`config.mk`:
```
export PLATFORM = sky130hd
export DESIGN_NAME = polygon_area_perimeter_flat
export DESIGN_NICKNAME = d
export VERILOG_FILES = /design/src/design/pap_pkg.sv /design/src/design/pap_if.sv /design/src/design/pap_mul.sv /design/src/design/pap_isqrt.sv /design/src/design/polygon_area_perimeter.sv /design/src/flat_wrapper.sv
export SDC_FILE = /design/constraint.sdc
export NUM_CORES = 2
export LEC_CHECK = 0
export BUFFER_PORTS_ARGS = -buffer_cell sky130_fd_sc_hd__buf_2
export CAP_MARGIN = 20
export CORE_ASPECT_RATIO = 1.2
export CORE_UTILIZATION = 58
export CTS_BUF_LIST = sky130_fd_sc_hd__clkbuf_16
export CTS_CLUSTER_DIAMETER = 150
export DETAILED_ROUTE_END_ITERATION = 6
export PLACE_DENSITY = 0.78
export SYNTH_ARGS = -nofsm -noshare
export SYNTH_HDL_FRONTEND = slang
export SYNTH_SLANG_ARGS = --single-unit
```
`constraint.sdc`:
```
create_clock -name clk -period 8.3 [get_ports clk]
set_input_delay 1.66 -clock clk [delete_from_list [all_inputs] [get_ports clk]]
set_output_delay 1.66 -clock clk [all_outputs]
set_load 0.01 [all_outputs]
```
`src/design/pap_pkg.sv`:
```
// constants and types for the polygon area and perimeter block
// no dependencies
package pap_pkg;

    localparam int COORD_BITS  = 24;
    localparam int MAX_CORNERS = 4096;

    localparam int MUL_W   = COORD_BITS + 1;
    localparam int PROD_W  = 2 * MUL_W;
    localparam int SQ_W    = PROD_W;
    localparam int ROOT_W  = SQ_W / 2;
    localparam int REM_W   = ROOT_W + 2;
    localparam int STEP_W  = $clog2(ROOT_W);
    localparam int CNT_W   = $clog2(MAX_CORNERS + 1);

    localparam int AREA_W  = 63;
    localparam int ACC_W   = 64;
    localparam int PERIM_W = 40;
    localparam int COUNT_W = 13;
    localparam int LIMIT_W = 62;

    localparam logic signed [ACC_W-1:0] AREA_HI = {2'b00, {(ACC_W-2){1'b1}}};
    localparam logic signed [ACC_W-1:0] AREA_LO = {2'b11, {(ACC_W-2){1'b0}}};
    localparam logic [PERIM_W-1:0]      PERIM_SAT = {PERIM_W{1'b1}};

    typedef logic signed [COORD_BITS-1:0] coord_t;
    typedef logic signed [MUL_W-1:0]      operand_t;
    typedef logic signed [PROD_W-1:0]     product_t;
    typedef logic [SQ_W-1:0]              radicand_t;
    typedef logic [ROOT_W-1:0]            root_t;
    typedef logic signed [AREA_W-1:0]     area_t;
    typedef logic [PERIM_W-1:0]           perim_t;
    typedef logic [COUNT_W-1:0]           count_t;
    typedef logic [LIMIT_W-1:0]           limit_t;

    typedef enum logic [7:0] {
        S_IDLE     = 8'b0000_0001,
        S_PREP     = 8'b0000_0010,
        S_MUL_AREA = 8'b0000_0100,
        S_MUL_DX   = 8'b0000_1000,
        S_MUL_DY   = 8'b0001_0000,
        S_SQ_SUM   = 8'b0010_0000,
        S_ROOT     = 8'b0100_0000,
        S_DONE     = 8'b1000_0000
    } state_t;

endpackage

```
`src/design/pap_if.sv`:
```
// handshake channels of the polygon area and perimeter block
// depends on pap_pkg
interface pap_vertex_if;
    import pap_pkg::*;
    logic   valid;
    logic   ready;
    coord_t vertex_x;
    coord_t vertex_y;
    logic   ring_end;
    modport source (output valid, output vertex_x, output vertex_y, output ring_end,
                    input ready);
    modport sink (input valid, input vertex_x, input vertex_y, input ring_end,
                  output ready);
endinterface

interface pap_result_if;
    import pap_pkg::*;
    logic   valid;
    logic   ready;
    area_t  twice_area;
    perim_t perimeter;
    logic   is_hole;
    logic   is_tiny;
    count_t corner_count;
    modport source (output valid, output twice_area, output perimeter, output is_hole,
                    output is_tiny, output corner_count, input ready);
    modport sink (input valid, input twice_area, input perimeter, input is_hole,
                  input is_tiny, input corner_count, output ready);
endinterface

interface pap_cfg_if;
    import pap_pkg::*;
    logic   valid;
    logic   ready;
    limit_t tiny_area_limit;
    modport source (output valid, output tiny_area_limit, input ready);
    modport sink (input valid, input tiny_area_limit, output ready);
endinterface

```
`src/design/pap_mul.sv`:
```
// shared signed multiplier with registered product
// depends on pap_pkg
module pap_mul (
    input  logic              clk,
    input  pap_pkg::operand_t op_a,
    input  pap_pkg::operand_t op_b,
    output pap_pkg::product_t prod
);
    import pap_pkg::*;

    product_t prod_reg;
    product_t prod_next;

    assign prod_next = PROD_W'(op_a) * PROD_W'(op_b);

    always_ff @(posedge clk)
    begin
        prod_reg <= prod_next;
    end

    assign prod = prod_reg;

endmodule

```
`src/design/pap_isqrt.sv`:
```
// bit-serial floor square root, two radicand bits per cycle
// depends on pap_pkg
module pap_isqrt (
    input  logic               clk,
    input  logic               rst_n,
    input  logic               start,
    input  pap_pkg::radicand_t radicand,
    output logic               done,
    output pap_pkg::root_t     root
);
    import pap_pkg::*;

    radicand_t         rad_reg, rad_next;
    logic [REM_W-1:0]  rem_reg, rem_next;
    root_t             root_reg, root_next;
    logic [STEP_W-1:0] step_reg, step_next;
    logic              busy_reg, busy_next;
    logic              done_reg, done_next;

    logic [REM_W+1:0]  cand;
    logic [REM_W+1:0]  trial;

    always_comb
    begin
        cand      = {rem_reg, rad_reg[SQ_W-1 -: 2]};
        trial     = (REM_W+2)'({root_reg, 2'b01});
        rad_next  = rad_reg;
        rem_next  = rem_reg;
        root_next = root_reg;
        step_next = step_reg;
        busy_next = busy_reg;
        done_next = 1'b0;
        if (busy_reg)
        begin
            rad_next = {rad_reg[SQ_W-3:0], 2'b00};
            if (cand >= trial)
            begin
                rem_next  = REM_W'(cand - trial);
                root_next = {root_reg[ROOT_W-2:0], 1'b1};
            end
            else
            begin
                rem_next  = REM_W'(cand);
                root_next = {root_reg[ROOT_W-2:0], 1'b0};
            end
            step_next = step_reg + 1'b1;
            if (step_reg == STEP_W'(ROOT_W - 1))
            begin
                busy_next = 1'b0;
                done_next = 1'b1;
            end
        end
        else if (start)
        begin
            rad_next  = radicand;
            rem_next  = '0;
            root_next = '0;
            step_next = '0;
            busy_next = 1'b1;
        end
    end

    always_ff @(posedge clk or negedge rst_n)
    begin
        if (!rst_n)
        begin
            busy_reg <= 1'b0;
            done_reg <= 1'b0;
            step_reg <= '0;
        end
        else
        begin
            busy_reg <= busy_next;
            done_reg <= done_next;
            step_reg <= step_next;
        end
    end

    always_ff @(posedge clk)
    begin
        rad_reg  <= rad_next;
        rem_reg  <= rem_next;
        root_reg <= root_next;
    end

    assign done = done_reg;
    assign root = root_reg;

endmodule

```
`src/design/polygon_area_perimeter.sv`:
```
// polygon twice-area and perimeter accumulator, top level
// depends on pap_pkg, pap_if, pap_mul and pap_isqrt
//
// usage:
//   vertex: one beat per polygon vertex, x and y signed fixed point; ring_end
//     marks the last vertex of a polygon. the next beat starts a new polygon.
//   result: one beat per polygon after its last vertex: twice area (clockwise
//     positive, saturating), perimeter as a sum of floored edge lengths,
//     hole and tiny flags and the vertex count.
//   cfg: writes the tiny area limit; always ready, write only while idle.
// timing:
//   a first vertex that does not end its polygon is only stored. each further
//   vertex is accepted, then runs prep, the shared multiplier and adders, and
//   the bit-serial square root (25 root bits, one a cycle, then the done
//   cycle). a last vertex runs the closing edge too, a lone vertex only its
//   closing edge onto itself; the result is valid from the cycle in which
//   vertex ready returns. the square root loop sets the rate.
//   a result waits in its output register while the receiver stalls; the
//   next polygon is worked on meanwhile and stops only at its own result.
// reset: clears the sequencer, vertex count, result valid and the limit.
module polygon_area_perimeter (
    input  logic                clk,
    input  logic                rst_n,
    pap_cfg_if.sink             cfg,
    pap_vertex_if.sink          vertex,
    pap_result_if.source        result
);
    import pap_pkg::*;

    state_t state_reg, state_next;

    coord_t first_x_reg, first_x_next, first_y_reg, first_y_next;
    coord_t prev_x_reg, prev_x_next, prev_y_reg, prev_y_next;
    coord_t ax_reg, ax_next, ay_reg, ay_next, bx_reg, bx_next, by_reg, by_next;

    operand_t  sum_reg, sum_next, dx_reg, dx_next, dy_reg, dy_next;
    radicand_t sq_reg, sq_next;
    area_t     area_reg, area_next;
    perim_t    perim_reg, perim_next;
    logic [CNT_W-1:0] cnt_reg, cnt_next;
    logic      last_reg, last_next;
    logic      closing_reg, closing_next;
    limit_t    limit_reg;

    logic   out_valid_reg, out_valid_next;
    area_t  out_area_reg, out_area_next;
    perim_t out_perim_reg, out_perim_next;
    logic   out_hole_reg, out_hole_next;
    logic   out_tiny_reg, out_tiny_next;
    count_t out_count_reg, out_count_next;

    operand_t  mul_a, mul_b;
    product_t  prod;
    logic      root_start;
    radicand_t radicand;
    logic      root_done;
    root_t     root;

    logic signed [ACC_W-1:0] area_sum;
    logic [PERIM_W:0]        perim_sum;
    logic [AREA_W-1:0]       area_mag;

    logic vertex_beat;

    pap_mul u_mul (
        .clk  (clk),
        .op_a (mul_a),
        .op_b (mul_b),
        .prod (prod)
    );

    pap_isqrt u_isqrt (
        .clk      (clk),
        .rst_n    (rst_n),
        .start    (root_start),
        .radicand (radicand),
        .done     (root_done),
        .root     (root)
    );

    assign vertex.ready = (state_reg == S_IDLE);
    assign vertex_beat  = vertex.valid && vertex.ready;
    assign cfg.ready    = 1'b1;

    always_comb
    begin
        case (state_reg)
            S_MUL_AREA:
            begin
                mul_a = sum_reg;
                mul_b = dy_reg;
            end
            S_MUL_DX:
            begin
                mul_a = dx_reg;
                mul_b = dx_reg;
            end
            default:
            begin
                mul_a = dy_reg;
                mul_b = dy_reg;
            end
        endcase
    end

    // shoelace term is minus the product, clamped after every edge
    assign area_sum   = ACC_W'(area_reg) - ACC_W'(prod);
    assign radicand   = sq_reg + radicand_t'(prod);
    assign root_start = (state_reg == S_SQ_SUM);
    assign perim_sum  = {1'b0, perim_reg} + (PERIM_W+1)'(root);
    assign area_mag   = area_reg[AREA_W-1] ? AREA_W'(-area_reg) : AREA_W'(area_reg);

    always_comb
    begin
        state_next     = state_reg;
        first_x_next   = first_x_reg;
        first_y_next   = first_y_reg;
        prev_x_next    = prev_x_reg;
        prev_y_next    = prev_y_reg;
        ax_next        = ax_reg;
        ay_next        = ay_reg;
        bx_next        = bx_reg;
        by_next        = by_reg;
        sum_next       = sum_reg;
        dx_next        = dx_reg;
        dy_next        = dy_reg;
        sq_next        = sq_reg;
        area_next      = area_reg;
        perim_next     = perim_reg;
        cnt_next       = cnt_reg;
        last_next      = last_reg;
        closing_next   = closing_reg;
        out_valid_next = out_valid_reg;
        out_area_next  = out_area_reg;
        out_perim_next = out_perim_reg;
        out_hole_next  = out_hole_reg;
        out_tiny_next  = out_tiny_reg;
        out_count_next = out_count_reg;

        if (out_valid_reg && result.ready)
        begin
            out_valid_next = 1'b0;
        end

        case (state_reg)
            S_IDLE:
            begin
                if (vertex_beat)
                begin
                    last_next   = vertex.ring_end;
                    prev_x_next = vertex.vertex_x;
                    prev_y_next = vertex.vertex_y;
                    bx_next     = vertex.vertex_x;
                    by_next     = vertex.vertex_y;
                    if (cnt_reg == '0)
                    begin
                        // first vertex: a lone vertex closes onto itself
                        first_x_next = vertex.vertex_x;
                        first_y_next = vertex.vertex_y;
                        ax_next      = vertex.vertex_x;
                        ay_next      = vertex.vertex_y;
                        area_next    = '0;
                        perim_next   = '0;
                        cnt_next     = CNT_W'(1);
                        closing_next = 1'b1;
                        if (vertex.ring_end)
                        begin
                            state_next = S_PREP;
                        end
                    end
                    else
                    begin
                        ax_next      = prev_x_reg;
                        ay_next      = prev_y_reg;
                        closing_next = 1'b0;
                        if (cnt_reg < CNT_W'(MAX_CORNERS))
                        begin
                            cnt_next = cnt_reg + 1'b1;
                        end
                        state_next = S_PREP;
                    end
                end
            end
            S_PREP:
            begin
                sum_next   = MUL_W'(ax_reg) + MUL_W'(bx_reg);
                dx_next    = MUL_W'(bx_reg) - MUL_W'(ax_reg);
                dy_next    = MUL_W'(by_reg) - MUL_W'(ay_reg);
                state_next = S_MUL_AREA;
            end
            S_MUL_AREA:
            begin
                state_next = S_MUL_DX;
            end
            S_MUL_DX:
            begin
                if (area_sum > AREA_HI)
                begin
                    area_next = AREA_W'(AREA_HI);
                end
                else if (area_sum < AREA_LO)
                begin
                    area_next = AREA_W'(AREA_LO);
                end
                else
                begin
                    area_next = AREA_W'(area_sum);
                end
                state_next = S_MUL_DY;
            end
            S_MUL_DY:
            begin
                sq_next    = radicand_t'(prod);
                state_next = S_SQ_SUM;
            end
            S_SQ_SUM:
            begin
                state_next = S_ROOT;
            end
            S_ROOT:
            begin
                if (root_done)
                begin
                    perim_next = perim_sum[PERIM_W] ? PERIM_SAT : perim_sum[PERIM_W-1:0];
                    if (closing_reg)
                    begin
                        state_next = S_DONE;
                    end
                    else if (last_reg)
                    begin
                        ax_next      = prev_x_reg;
                        ay_next      = prev_y_reg;
                        bx_next      = first_x_reg;
                        by_next      = first_y_reg;
                        closing_next = 1'b1;
                        state_next   = S_PREP;
                    end
                    else
                    begin
                        state_next = S_IDLE;
                    end
                end
            end
            S_DONE:
            begin
                // wait here only if an older result is still held
                if (!out_valid_reg || result.ready)
                begin
                    out_valid_next = 1'b1;
                    out_area_next  = area_reg;
                    out_perim_next = perim_reg;
                    out_hole_next  = area_reg[AREA_W-1];
                    out_tiny_next  = area_mag < AREA_W'(limit_reg);
                    out_count_next = COUNT_W'(cnt_reg);
                    cnt_next       = '0;
                    state_next     = S_IDLE;
                end
            end
            default:
            begin
                state_next = S_IDLE;
            end
        endcase
    end

    always_ff @(posedge clk or negedge rst_n)
    begin
        if (!rst_n)
        begin
            state_reg     <= S_IDLE;
            cnt_reg       <= '0;
            out_valid_reg <= 1'b0;
            limit_reg     <= '0;
        end
        else
        begin
            state_reg     <= state_next;
            cnt_reg       <= cnt_next;
            out_valid_reg <= out_valid_next;
            if (cfg.valid)
            begin
                limit_reg <= cfg.tiny_area_limit;
            end
        end
    end

    always_ff @(posedge clk)
    begin
        first_x_reg   <= first_x_next;
        first_y_reg   <= first_y_next;
        prev_x_reg    <= prev_x_next;
        prev_y_reg    <= prev_y_next;
        ax_reg        <= ax_next;
        ay_reg        <= ay_next;
        bx_reg        <= bx_next;
        by_reg        <= by_next;
        sum_reg       <= sum_next;
        dx_reg        <= dx_next;
        dy_reg        <= dy_next;
        sq_reg        <= sq_next;
        area_reg      <= area_next;
        perim_reg     <= perim_next;
        last_reg      <= last_next;
        closing_reg   <= closing_next;
        out_area_reg  <= out_area_next;
        out_perim_reg <= out_perim_next;
        out_hole_reg  <= out_hole_next;
        out_tiny_reg  <= out_tiny_next;
        out_count_reg <= out_count_next;
    end

    assign result.valid        = out_valid_reg;
    assign result.twice_area   = out_area_reg;
    assign result.perimeter    = out_perim_reg;
    assign result.is_hole      = out_hole_reg;
    assign result.is_tiny      = out_tiny_reg;
    assign result.corner_count = out_count_reg;

endmodule

```
`src/flat_wrapper.sv`:
```
// flat-port wrapper written by rule: the top's interface ports become plain ports
module polygon_area_perimeter_flat import pap_pkg::*;
  (clk, rst_n, cfg_valid, cfg_tiny_area_limit, cfg_ready, vertex_valid, vertex_vertex_x, vertex_vertex_y, vertex_ring_end, vertex_ready, result_valid, result_twice_area, result_perimeter, result_is_hole, result_is_tiny, result_corner_count, result_ready);
  pap_cfg_if cfg_i ();
  pap_vertex_if vertex_i ();
  pap_result_if result_i ();
  input  logic clk;
  input  logic rst_n;
  input wire logic [$bits(cfg_i.valid)-1:0] cfg_valid;
  input wire logic [$bits(cfg_i.tiny_area_limit)-1:0] cfg_tiny_area_limit;
  output wire logic [$bits(cfg_i.ready)-1:0] cfg_ready;
  input wire logic [$bits(vertex_i.valid)-1:0] vertex_valid;
  input wire logic [$bits(vertex_i.vertex_x)-1:0] vertex_vertex_x;
  input wire logic [$bits(vertex_i.vertex_y)-1:0] vertex_vertex_y;
  input wire logic [$bits(vertex_i.ring_end)-1:0] vertex_ring_end;
  output wire logic [$bits(vertex_i.ready)-1:0] vertex_ready;
  output wire logic [$bits(result_i.valid)-1:0] result_valid;
  output wire logic [$bits(result_i.twice_area)-1:0] result_twice_area;
  output wire logic [$bits(result_i.perimeter)-1:0] result_perimeter;
  output wire logic [$bits(result_i.is_hole)-1:0] result_is_hole;
  output wire logic [$bits(result_i.is_tiny)-1:0] result_is_tiny;
  output wire logic [$bits(result_i.corner_count)-1:0] result_corner_count;
  input wire logic [$bits(result_i.ready)-1:0] result_ready;
  assign cfg_i.valid = cfg_valid;
  assign cfg_i.tiny_area_limit = cfg_tiny_area_limit;
  assign cfg_ready = cfg_i.ready;
  assign vertex_i.valid = vertex_valid;
  assign vertex_i.vertex_x = vertex_vertex_x;
  assign vertex_i.vertex_y = vertex_vertex_y;
  assign vertex_i.ring_end = vertex_ring_end;
  assign vertex_ready = vertex_i.ready;
  assign result_valid = result_i.valid;
  assign result_twice_area = result_i.twice_area;
  assign result_perimeter = result_i.perimeter;
  assign result_is_hole = result_i.is_hole;
  assign result_is_tiny = result_i.is_tiny;
  assign result_corner_count = result_i.corner_count;
  assign result_i.ready = result_ready;
  polygon_area_perimeter u_core (.clk(clk), .rst_n(rst_n), .cfg(cfg_i), .vertex(vertex_i), .result(result_i));
endmodule
```
==> results.yml <==
outcome:
  status: "complete, but fails checks"
  violations: "DRC, setup timing"
synth:
  async_reset_ff_share_pct: 11.7
  synthXorXnorAreaFrac_pct: 4.52
  yosysWarnings: 0
  synth_compound_area_share_pct: 12.0
  synth_edf_count: 638
  syn-cell-area_sq_um: 64800
  synth_top_family_by_area: "adder cells"
  syn_nets: 7667
  ys_types: 98
  synth_ff_type: "edfxtp_1"
  yosys-mux-area-fraction_pct: 1.09
  seq_area_frac_synth_pct: 34.7
  synth-seq-cells: 781
  synth_fa_ha_area_share_pct: 29.0
  synth_cells: 6444
  synthSimpleGateAreaFrac_pct: 11.7
  synth_area_per_cell_sq_um: 10.1
drt:
  wirelength_um: 174000
  drt-vias-per-instance: 5.69
  drc_errors: 1
  via_count: 48900
  drt_iter0_markers: 3298
  ant_nets: 0
  dr.pass1.iters: 7
  wl_per_cell_um: 20.2
die:
  fp.dieH_um: 368
  die-area_sq_um: 113000
  ios: 237
  fp-row-count: 134
  dieWidth_um: 307
  core_sq_um: 111000
  start_util_pct: 58.4
setup_path:
  worstPathArrival_ns: 9.17
  cp_slowest_cell: "fa_1"
  cp-end-kind: "flop"
  path_max_fanout: 5
  max_stage_delay_ns: 0.59
  startpoint_type: "flop"
  crit_type: "reg -> reg"
  critical_path_required_ns: 8.89
  crit_top_cell: "fa_1"
cts:
  clock-sinks: 781
  path_clk_slew_ns: 0.06
  cts.htree.levels: 3
  worstSkewPairLatency_ns: 0.72
  cts_buffers: 81
  clk_path_buf_depth: 3
  cts_hold_buf: 0
  cts_tree: "built"
  cts-root-buf: "clkbuf_16"
timing:
  min_period_over_period_pct: 103
  hold_viol: 0
  finalSetupViolCount: 12
  timing.hold.ws_ns: 0.459
  rsz0062_at_grt: "true"
  setup_ws_ns: -0.277
  drv_slew: 0
  final.min_clock_period_ns: 8.58
  max_slew_margin_pct: 27.4
  skew_ns: 0.0551
  max_freq_mhz: 117
  worst_pin_slew_ns: 1.09
  setup_tns_ns: -1.48
cells_and_area:
  area_delta_synth_final_pct: 15.9
  final_area_sq_um: 75200
  largest_reg_flops: 63
  layout-drive-gt1-share_pct: 16.3
  nNetsFinal: 8251
  layout_common_cells: "956 x inv_1, 743 x nand2_1, 647 x fa_1, 638 x edfxtp_1, 544 x nor2_1"
  final_common_cell: "inv_1"
global_route:
  grt_use_total_pct: 31.1
  grt_pass1_vias: 51200
  grt_max_degree: 102
  grt_pass1_wl_um: 273000
  antenna_found_initial: 5
  grt_remaining_overflow: 0
placed_design:
  place_area_sq_um: 71200
  portBuffers: 235
  gp_congestion: 1.04
  hpwl_um: 139000
flow_run:
  cap_violations: 0
hold_path:
  hp-class: "reg -> reg"
repair_timing:
action                     4_1_cts  5_1_grt
resized for setup               91      104
pin swaps                       48       96
gates cloned                     4        0
setup endpoints to repair       21       21
setup buffers                   19       30
synth_stat cells, drive strengths merged, types with 64 or more instances:
library cell | n | share of area [%]
edfxtp | 638 | 30
a21oi | 316 | 2.4
nand2 | 750 | 4.3
clkbuf | 206 | 1.2
ha | 443 | 8.5
xnor2 | 242 | 3.3
a21o | 177 | 2.0
dfrtp | 90 | 3.5
nor2 | 575 | 3.3
inv | 967 | 5.6
xor2 | 93 | 1.3
nand3 | 64 | 0.52
fa | 664 | 20
o21ai | 352 | 2.7
cell families (layout without fill, tap and decap cells):
group	after synthesis	count (layout)
other	1	4
adder cells (fa/ha/maj)	1107	1107
AO/OA/AOI/OAI	1219	1219
AND/OR/NAND/NOR	1738	1739
multiplexers	64	64
flip-flops	781	781
XOR/XNOR	335	335
buffers and inverters	1199	1848
area by class of cell:
type,instances,area (sq um)
Antenna cell,3,7.51
Clock buffer,83,2080
Clock inverter,66,651
Fill cell,8392,35800
Inverter,968,3650
Multi-Input combinational cell,4465,38800
Sequential cell,781,22500
Tap cell,1496,1870
Timing Repair Buffer,731,5610
worst paths after layout:
| check | cells after the start | slack, ns | from | end |
|---|---|---|---|---|
| min | 0 | 0.46 | u_core.perim_reg[16]$_SDFFCE_PN0P_ | u_core.result.perimeter[16]$_DFFE_PP_ |
| min in group asynchronous | 1 | 0.90 | rst_n | u_core.state_reg[3]$_DFFE_PN0P_ |
| min reg2reg | 0 | 0.46 | u_core.perim_reg[16]$_SDFFCE_PN0P_ | u_core.result.perimeter[16]$_DFFE_PP_ |
| max | 36 | -0.28 | u_core.state_reg[7]$_DFFE_PN0P_ | u_core.u_mul.prod[49]$_DFF_P_ |
| max in group asynchronous | 2 | 6.23 | rst_n | u_core.limit_reg[48]$_DFFE_PN0P_ |
| max reg2reg | 36 | -0.28 | u_core.state_reg[7]$_DFFE_PN0P_ | u_core.u_mul.prod[49]$_DFF_P_ |
metrics by stage:
step / setup WS, ns / cells / util (%)
5_1_grt: -0.551 / 8592 / 67.7
4_1_cts: -0.108 / 8559 / 67.2
3_3_place_gp: -0.458 / 8388 / 64.2
3_5_place_dp: -0.666 / 8389 / 64.2
6_report: -0.277 / 8593 / 67.7
2_1_floorplan: -0.0171 / 6444 / -
layer usage:
metal | wire length (um) | track usage [%]
met1 | 68200 | 37.3
met2 | 86100 | 54.2
met3 | 9580 | 4.29
met4 | 10100 | 16.3
met5 | 0 | 0
critical path, delay by kind of cell, from the launching register on:
kind	cells	cell delay [ns]
buffers and inverters	11	1.21
adders and majority gates	8	3.70
xor gates and xnor gates	1	0.15
and+or+nand+nor	6	1.24
AOI/OAI and AO/OA	10	1.71
DFF	1	0.41
Power is left out: the tool's default activity adds up to more than one toggle a clock period on the data nets, which glitch-free logic cannot reach.
